<file path="src/design/etr_pkg.sv">
// Shared types and constants of the event trace ring.
`timescale 1ns / 1ps
`default_nettype none
package etr_pkg;

   // Command codes
   localparam logic [1:0] CMD_LOG    = 2'd0;
   localparam logic [1:0] CMD_READ   = 2'd1;
   localparam logic [1:0] CMD_DIGEST = 2'd2;
   localparam logic [1:0] CMD_CLEAR  = 2'd3;

   // Hash: FNV-1a style, prime 0x100000001B3, custom offset basis
   localparam logic [63:0] FNV_BASIS = 64'h517c_c1b7_2722_0a95;

   // Bytes hashed per entry and the bit image that carries them
   localparam int ENTRY_BYTES = 28;
   localparam int ENTRY_BITS  = ENTRY_BYTES * 8;

   typedef struct packed {
      logic [31:0] sequence_no;
      logic [7:0]  kind;
      logic [63:0] entity;
      logic [63:0] value;
      logic [31:0] stamp;
   } entry_type;

   typedef struct packed {
      logic init;   // load offset basis
      logic step;   // mix one byte
   } hash_ctl_type;

endpackage
`default_nettype wire

</file>
<file path="src/design/etr_hash_unit.sv">
// Shared one-byte-per-cycle FNV-1a style hash step with its accumulator.
`timescale 1ns / 1ps
`default_nettype none
module etr_hash_unit (
   input  wire logic                  clock,
   input  wire etr_pkg::hash_ctl_type hash_ctl,
   input  wire logic [7:0]            byte_in,
   output logic [63:0]                hash_out
);

   logic [63:0] hash_ff;
   logic [63:0] hash_in;
   logic [63:0] mixed;

   // x * 0x100000001B3 = (x << 40) + x * 0x1B3, 0x1B3 = 256+128+32+16+2+1
   always_comb begin
      mixed   = hash_ff ^ {56'd0, byte_in};
      hash_in = (mixed << 40) + (mixed << 8) + (mixed << 7) + (mixed << 5)
              + (mixed << 4) + (mixed << 1) + mixed;
   end

   always_ff @(posedge clock) begin
      if (hash_ctl.init) begin
         hash_ff <= etr_pkg::FNV_BASIS;
      end else if (hash_ctl.step) begin
         hash_ff <= hash_in;
      end
   end

   assign hash_out = hash_ff;

endmodule
`default_nettype wire

</file>
<file path="config.mk">
export PLATFORM = sky130hd
export DESIGN_NAME = etr_hash_unit
export DESIGN_NICKNAME = d
export VERILOG_FILES = /design/src/design/etr_pkg.sv /design/src/design/etr_hash_unit.sv
export SDC_FILE = /design/constraint.sdc
export NUM_CORES = 1
export LEC_CHECK = 0
export BUFFER_PORTS_ARGS = -buffer_cell sky130_fd_sc_hd__buf_2
export CAP_MARGIN = 20
export CELL_PAD_IN_SITES_DETAIL_PLACEMENT = 0
export CELL_PAD_IN_SITES_GLOBAL_PLACEMENT = 1
export CORE_MARGIN = 4
export CORE_UTILIZATION = 50
export DETAILED_ROUTE_END_ITERATION = 8
export PLACE_DENSITY_LB_ADDON = 0.1
export RECOVER_POWER = 50
export SLEW_MARGIN = 30
export SYNTH_ARGS = -nofsm -noshare
export SYNTH_HDL_FRONTEND = slang
export SYNTH_SLANG_ARGS = --single-unit
export TNS_END_PERCENT = 20
</file>
<file path="constraint.sdc">
create_clock -name clock -period 8.1 [get_ports clock]
set_clock_uncertainty 0.2 [all_clocks]
set_input_delay 1.215 -clock clock [delete_from_list [all_inputs] [get_ports clock]]
set_output_delay 1.215 -clock clock [all_outputs]
set_load 0.01 [all_outputs]
</file>
==> reports/summary.txt, run 1 <==
outcome - finished, violations left
failing checks - capacitance limit, slew limit
drt wl/cell - 19.0 um
register area share after synthesis - 9.86%
DR vias/cell - 5.30
Reg2Reg Depth - 21
Clock Tree Buf Depth - 2
most numerous cell in the Yosys netlist - inv_1
worst skew pair latency - 0.35 ns
# diodes - 0
worst reg2reg endpoint - hash_out[61]$_SDFFE_PP0P_
Worst EP arrival - 6.83 ns
Reg clk slew, reported paths - 0.07 ns
number of CTS-inserted buffers - 9
largest net degree at the start of global routing - 82
1st-pass router iterations - 5
Hold Vio Cnt, Final - 0
top post-synthesis cells by count - inv_1 (399), fa_1 (245), ha_1 (110), nand2_1 (74), nor2_1 (67)
synthesized instance count - 1442
Main synth FF type - dfxtp_1
DRT antenna net count - 0
FFs w/ async S/R, synth - 0%
die span in x - 169 um
initial core utilization - 51.2%
first-pass GRT wire length - 56.4 mm
Max Slew Vio Count - 82
worst hold path depth - 2
Final Setup Violations - 0
Yosys cell types - 72
Post-DP HPWL - 29.1 mm
drt total wl - 34.8 mm
Placeable Area - 25400 um2
Hold Crit Start - hash_out[27]$_SDFFE_PP0P_
Synth area leader - fa_1
clock sinks - 64
GR Overflow Total - 0
gr usage total - 25.3%
Tmin final - 6.80 ns
Setup crit end kind - flip-flop
Reg-to-Reg Start - hash_out[1]$_SDFFE_PP0P_
CP Launch Type - input pin
CP Max Fanout - 81
Ys Warns - 0
cell row count - 58
Worst-Margin Slew - 4.35 ns
DRC - 0
CTS tree - yes
CTS root buffer - clkbuf_16
vias in the first global route - 9947
synth top area cells - fa_1 (38%), inv_1 (12%), ha_1 (11%)
Post-synth EDFFs - 0
PnR worst setup slack - 1.30 ns
Hold Crit Class - reg -> reg
gp weighted congestion - 0.912
critical path class - in -> reg
max FFs per register - 64
Synth Register Bits - 64
I/O Buffers - 74
initial antenna violation count - 0
post-synthesis cell area - 13000 um2
Worst R2R Setup Slack - 1.91 ns
dpl ws - 1.16 ns
Die Y - 169 um
Yosys top cell area share - 37.7%
Worst slew margin - -190%
Hold Path Sink - hash_out[27]$_SDFFE_PP0P_
DRC violation total after the first TritonRoute iteration - 558
unrepaired setup endpoints after global routing - false
Worst Path Required - 8.14 ns
number of max-cap violations - 1
Setup Fix Bufs, Post-CTS - 0
layout cells sized above 1 - 3.99%
H-tree levels - 3
vias - 9720
number of I/O pins - 75
Final #Nets - 1865
Synth Net Count - 1808
fin crit share - 83.9%
syn avg cell area - 9.01 um2
die area - 28600 um2
Cell Area, Placed - 13700 um2
design area - 13900 um2
post-CTS sizing - 0
Area Overhead vs Synth - 7.01%
fmax - 147 MHz
TNS Setup - 0 ns
Hold Buf Count CTS - 0
## worst max path at each step
stage	slack, ns	startpoint	endpoint
final	1.30	hash_ctl[0]	hash_out[62]$_SDFFE_PP1P_
after CTS	1.48	byte_in[1]	hash_out[61]$_SDFFE_PP0P_
after global routing	0.84	hash_ctl[0]	hash_out[62]$_SDFFE_PP1P_
after detailed placement	1.16	byte_in[1]	hash_out[61]$_SDFFE_PP0P_
after global placement	1.23	byte_in[1]	hash_out[57]$_SDFFE_PP0P_
after floorplan	1.82	byte_in[1]	hash_out[53]$_SDFFE_PP1P_
## metrics by stage
stage                     hold slack, ns  util, %  cells
final                              0.327     54.7   1834
after global routing               0.370     54.7   1834
after CTS                          0.329     55.1   1834
after detailed placement           0.311     54.0   1818
after global placement             0.296     54.0   1818
after floorplan                    0.344        -   1442
## per-layer routing
metal	vias to the layer above	wire length, um	global-route usage (%)
met2	223	15500	39.3
met5	-	0	0
met3	31	1510	3.31
li1	4635	-	-
met4	0	609	4.94
met1	4831	17200	38.5
## logic make-up after synthesis
family                   Yosys count  synth area share (%)
XOR/XNOR                          69                  4.65
adder cells (fa/ha/maj)          355                  48.3
buffers and inverters            438                  12.7
AO/OA/AOI/OAI                    253                  13.7
flip-flops                        64                  9.86
AND/OR/NAND/NOR                  236                  8.70
multiplexers                      27                  2.08
## critical path, cell delays in order
cell and delay [ns]:
clkbuf_1 0.71, clkbuf_1 3.10, nand2_1 1.02, nor2_1 0.38
and3_1 0.19, a311oi_1 0.05, o311a_1 0.14
## cell usage in the layout, fill, tap and decap left out, types with 6 or more instances in the layout
cell type,instances
a211o_1,9
a21o_1,42
a21oi_1,58
a31oi_1,13
and2_1,6
and3_1,14
buf_2,11
buf_4,9
clkbuf_1,64
clkbuf_16,9
dfxtp_1,64
fa_1,245
ha_1,110
inv_1,399
mux2i_1,27
nand2_1,74
nand3_1,19
nand4_1,7
nor2_1,67
nor2b_1,9
nor3_1,7
o211ai_1,19
o21a_1,9
o21ai_0,31
o21bai_1,12
o31ai_1,8
or3_1,7
xnor2_1,49
xor2_1,20
## final cells by class
cell class                      instances  area (um2)
Fill cell                            2474       11500
Multi-Input combinational cell        940       10100
Inverter                              400        1500
Sequential cell                        64        1280
Tap cell                              330         413
Timing Repair Buffer                   84         363
Clock buffer                           10         239
Clock inverter                          6        43.8
Power of run 1 is not shown: default switching activity piles up to over one toggle a cycle in this logic, so the estimate is an artifact.
==> run 2, diff against run 1 <==
--- a/config.mk
+++ b/config.mk
@@ -10,7 +10,7 @@
 export CELL_PAD_IN_SITES_DETAIL_PLACEMENT = 0
 export CELL_PAD_IN_SITES_GLOBAL_PLACEMENT = 1
 export CORE_MARGIN = 4
-export CORE_UTILIZATION = 50
+export CORE_UTILIZATION = 45
 export DETAILED_ROUTE_END_ITERATION = 8
 export PLACE_DENSITY_LB_ADDON = 0.1
 export RECOVER_POWER = 50
==> constraint.sdc (replaced) <==
create_clock -name clock -period 6 [get_ports clock]
set_clock_uncertainty 0.2 [all_clocks]
set_input_delay 0.9 -clock clock [delete_from_list [all_inputs] [get_ports clock]]
set_output_delay 0.9 -clock clock [all_outputs]
set_load 0.01 [all_outputs]
==> run 2 against run 1 <==
The run now ends clean; die area increased by 11%; via count increased by 3.2%; non-clock buffer count increased by 82; routed wire length increased by 3.2%; critical path depth increased by 12; sequential share of layout area decreased by 0.48 points; critical path type is now reg -> reg; largest cell class unchanged; highest routed layer unchanged.
==> reports/summary.txt, run 2 (synthesis results as in run 1) <==
die span in x - 178 um
max FFs per register - 64
first-pass GRT wire length - 58.7 mm
cell row count - 61
fmax - 174 MHz
met1 Use GR - 35.8%
critical path class - reg -> reg
number of max-cap violations - 0
fin crit share - 95.7%
worst skew pair latency - 0.36 ns
most frequent cells in the layout - inv_1 (398), fa_1 (245), ha_1 (110)
worst reg2reg endpoint - hash_out[57]$_SDFFE_PP0P_
gp weighted congestion - 0.915
CP bufs+invs - 4
number of I/O pins - 75
critical path's top delay family - compound AO/OA/AOI/OAI gates
critical path's largest stage delay - 0.58 ns
Worst R2R Setup Slack - 0.26 ns
Tmin final - 5.74 ns
most used routing layer - met2
CTS root buffer - clkbuf_16
Worst Path Required - 6.02 ns
Clock Tree Buf Depth - 2
vias in the first global route - 10530
Setup crit end kind - flip-flop
vias - 10027
DRT antenna net count - 0
number of CTS-inserted buffers - 9
Die Y - 178 um
1st-pass router iterations - 5
initial core utilization - 46.1%
initial antenna violation count - 0
most common cell after layout, fill and taps aside - inv_1
outcome - finished clean
Hold Path Sink - hash_out[27]$_SDFFE_PP0P_
Worst EP arrival - 5.77 ns
design area - 14700 um2
Area Overhead vs Synth - 13.0%
Placeable Area - 28200 um2
met2 Use GR - 37.4%
CP Max Fanout - 7
DRC - 0
stages on the worst setup path - 19
worst-path cell chain - inv_1, fa_1, inv_1, fa_1, inv_1, fa_1, inv_1, ha_1, ha_1, a21o_1, o21bai_1, a221oi_2, o221ai_1, a221oi_2, o31ai_4, a221o_2, a31oi_1, xor2_1, o21ai_1
Hold Crit Start - hash_out[27]$_SDFFE_PP0P_
GR Overflow Total - 0
Worst slew margin - 39.8%
Cell Area, Placed - 14400 um2
Top cell by count, worst path - inv_1
Max Slew Vio Count - 0
die area - 31700 um2
Final Setup Violations - 0
drt total wl - 35.9 mm
CTS tree - yes
Slowest-stage cell, CP - fa_1
Hold Crit Class - reg -> reg
DR vias/cell - 5.11
drt wl/cell - 18.3 um
DRC violation total after the first TritonRoute iteration - 605
Post-DP HPWL - 30.3 mm
Reg2Reg Depth - 19
largest net degree at the start of global routing - 67
Final #Nets - 1947
CP Launch Type - flip-flop
layout cells sized above 1 - 9.77%
H-tree levels - 3
gr usage total - 24.2%
Worst-Margin Slew - 0.903 ns
Reg clk slew, reported paths - 0.07 ns
I/O Buffers - 74
Reg-to-Reg Start - hash_out[31]$_SDFFE_PP0P_
# diodes - 0
met3 Track Usage GR - 4.35%
worst hold path depth - 2
Hold Vio Cnt, Final - 0
clock sinks - 64
[run 2: worst max path at each step]
stage / from / to / slack (ns)
4_1_cts: hash_out[21]$_SDFFE_PP1P_ / hash_out[61]$_SDFFE_PP0P_ / 0.14
3_3_place_gp: byte_in[1] / hash_out[57]$_SDFFE_PP0P_ / -0.10
2_1_floorplan: byte_in[1] / hash_out[53]$_SDFFE_PP1P_ / 0.03
3_5_place_dp: byte_in[0] / hash_out[57]$_SDFFE_PP0P_ / -0.16
5_1_grt: hash_out[21]$_SDFFE_PP1P_ / hash_out[61]$_SDFFE_PP0P_ / -0.007
6_report: hash_out[31]$_SDFFE_PP0P_ / hash_out[57]$_SDFFE_PP0P_ / 0.26
[run 2: area by class of cell]
class	instances	area, um2
fill	2759	13500
multi-input combinational	940	10100
inverter	400	1510
sequential	64	1280
timing repair buffer	166	972
tap	378	473
clock buffer	9	225
clock inverter	7	120
[run 2: worst min-delay path, stage by stage, from the launching register on]
cell and delay, ns:
dfxtp_1 0.35, mux2i_1 0.07, nor2_1 0.08
[run 2: metal layers]
metal / wire (um) / vias up
li1: - / 4801
met1: 17500 / 4965
met2: 16000 / 231
met3: 1850 / 30
met4: 597 / 0
met5: 0 / -
[run 2: what timing repair did]
action                     in CTS  in global routing
resized for setup               0                 11
hold endpoints to repair        0                  0
setup endpoints to repair       0                 18
hold buffers                    0                  0
setup buffers                   0                  2
[run 2: per-stage QoR]
step | setup slack [ns] | TNS (ns) | hold WS (ns) | instances | util, %
after floorplan | 0.0345 | 0 | 0.344 | 1442 | -
after global placement | -0.101 | -0.519 | 0.297 | 1946 | 51.0
after detailed placement | -0.164 | -1.15 | 0.307 | 1946 | 51.0
after CTS | 0.138 | 0 | 0.327 | 1962 | 52.3
after global routing | -0.00670 | -0.00670 | 0.355 | 1964 | 52.2
final | 0.258 | 0 | 0.330 | 1964 | 52.2
Power of run 2 is left out for the same reason.
==> run 3, diff against run 2 <==
--- a/config.mk
+++ b/config.mk
@@ -12,7 +12,7 @@
 export CORE_MARGIN = 4
 export CORE_UTILIZATION = 45
 export DETAILED_ROUTE_END_ITERATION = 8
-export PLACE_DENSITY_LB_ADDON = 0.1
+export PLACE_DENSITY = 0.87
 export RECOVER_POWER = 50
 export SLEW_MARGIN = 30
 export SYNTH_ARGS = -nofsm -noshare
==> constraint.sdc (replaced) <==
create_clock -name clock -period 6 [get_ports clock]
set_clock_uncertainty 0.2 [all_clocks]
set_input_delay 0 -clock clock [delete_from_list [all_inputs] [get_ports clock]]
set_output_delay 0 -clock clock [all_outputs]
set_load 0.01 [all_outputs]
==> run 3 against run 2 <==
Cell area fell by 2.8%; fmax fell by 0.87%; count of clock-buffer cells in the layout did not move; critical path depth did not move; worst setup slack got worse by 0.051 ns; via count rose by 2.2%; register-to-register slack got worse by 0.05 ns; flip-flop and latch count did not move.
==> reports/summary.txt, run 3 (synthesis results as in run 1) <==
outcome - finished clean
vias in the first global route - 10591
critical path class - reg -> reg
Worst-Margin Slew - 0.848 ns
# diodes - 0
worst skew pair latency - 0.36 ns
Final #Nets - 1896
max FFs per register - 64
most frequent cells in the layout - inv_1 (396), fa_1 (245), ha_1 (110)
CP Launch Type - flip-flop
number of I/O pins - 75
Placeable Area - 28200 um2
initial core utilization - 46.1%
die area - 31700 um2
fin cells - 1913
Hold Crit Class - in -> reg
CTS tree - yes
die span in x - 178 um
fmax - 173 MHz
cell row count - 61
first-pass GRT wire length - 57.4 mm
Post-DP HPWL - 29.6 mm
CP Max Fanout - 6
DR vias/cell - 5.36
Hold Vio Cnt, Final - 0
most common cell after layout, fill and taps aside - inv_1
gp weighted congestion - 0.917
CTS root buffer - clkbuf_16
Worst Path Required - 6.04 ns
Setup crit end kind - flip-flop
PnR worst setup slack - 0.207 ns
Area Overhead vs Synth - 9.87%
Die Y - 178 um
drt total wl - 35.3 mm
layout cells sized above 1 - 6.51%
GR Overflow Total - 0
Final Setup Violations - 0
I/O Buffers - 74
DRT antenna net count - 0
unrepaired setup endpoints after global routing - false
vias - 10247
number of CTS-inserted buffers - 9
number of max-cap violations - 0
drt wl/cell - 18.5 um
TNS Setup - 0 ns
Max Slew Vio Count - 0
clock sinks - 64
DRC - 0
Tmin final - 5.79 ns
Reg clk slew, reported paths - 0.07 ns
Worst EP arrival - 5.83 ns
H-tree levels - 3
Worst slew margin - 43.4%
gr usage total - 23.4%
1st-pass router iterations - 6
post-placement cell count - 1888
Clock Tree Buf Depth - 2
DRC violation total after the first TritonRoute iteration - 685
Layout Utilization - 50.7%
dpl ws - 0.167 ns
fin crit share - 96.6%
largest net degree at the start of global routing - 54
initial antenna violation count - 0
## run 3: cell count changes in the layout (fill, tap and decap cells not counted), moves of 2 or more
cell           delta
buf_4            -47
buf_2             -5
clkinvlp_4        +4
a221oi_2          -3
a221oi_1          +2
dlygate4sd3_1     +2
inv_1             -2
## run 3: path summary, 6_finish.rpt
path | depth (start not counted) | from | slack (ns) | end
setup / recovery | 19 | hash_out[35]$_SDFFE_PP0P_ | 0.21 | hash_out[53]$_SDFFE_PP1P_
hold / removal | 3 | hash_ctl[0] | 0.01 | hash_out[47]$_SDFFE_PP1P_
setup reg to reg | 19 | hash_out[35]$_SDFFE_PP0P_ | 0.21 | hash_out[53]$_SDFFE_PP1P_
hold reg to reg | 2 | hash_out[7]$_SDFFE_PP1P_ | 0.33 | hash_out[7]$_SDFFE_PP1P_
## run 3: final cells by class
cell class              instances  area (um2)
multi-input cells             940       10100
fillers                      2666       13900
flip-flops and latches         64        1280
clock inverters                 7        96.3
repair buffers                115         594
clock buffers                   9         225
well taps                     378         473
inverters                     400        1510
## run 3: routing by layer
| metal | share of wire [%] | global-route usage (%) |
|---|---|---|
| met2 | 45 | 36.7 |
| met1 | 44 | 32.8 |
| met3 | 6.4 | 3.92 |
| met5 | 0 | 0 |
| met4 | 3.9 | 8.28 |
## run 3: through the flow
| stage | hold WS [ns] | cell area [um2] |
|---|---|---|
| after floorplan | 0.00276 | 13000 |
| after global placement | 0.150 | 13900 |
| after detailed placement | 0.148 | 13900 |
| after CTS | 0.00672 | 14300 |
| after global routing | 0.0385 | 14300 |
| final | 0.0142 | 14300 |
## run 3: repair_timing
item | CTS | global route
gates resized for setup | 0 | 9
setup endpoints to repair | 0 | 11
setup buffers | 0 | 7
hold buffers | 2 | 0
endpoints found under the hold margin | 10 | 0
## run 3: worst max-delay path, cell delays in order (launching register included)
cell and delay, ns:
dfxtp_2 0.40, clkinvlp_4 0.26, fa_1 0.57, inv_1 0.07, fa_1 0.54, inv_1 0.05, fa_1 0.47, inv_1 0.04
ha_1 0.26, ha_1 0.38, and3_1 0.21, and2_1 0.26, a221oi_4 0.36, o221ai_1 0.24, a221oi_2 0.36, o31ai_4 0.14
a221o_2 0.41, a21oi_2 0.17, mux2i_1 0.21, a22oi_1 0.08
Power of run 3 is left out for the same reason.
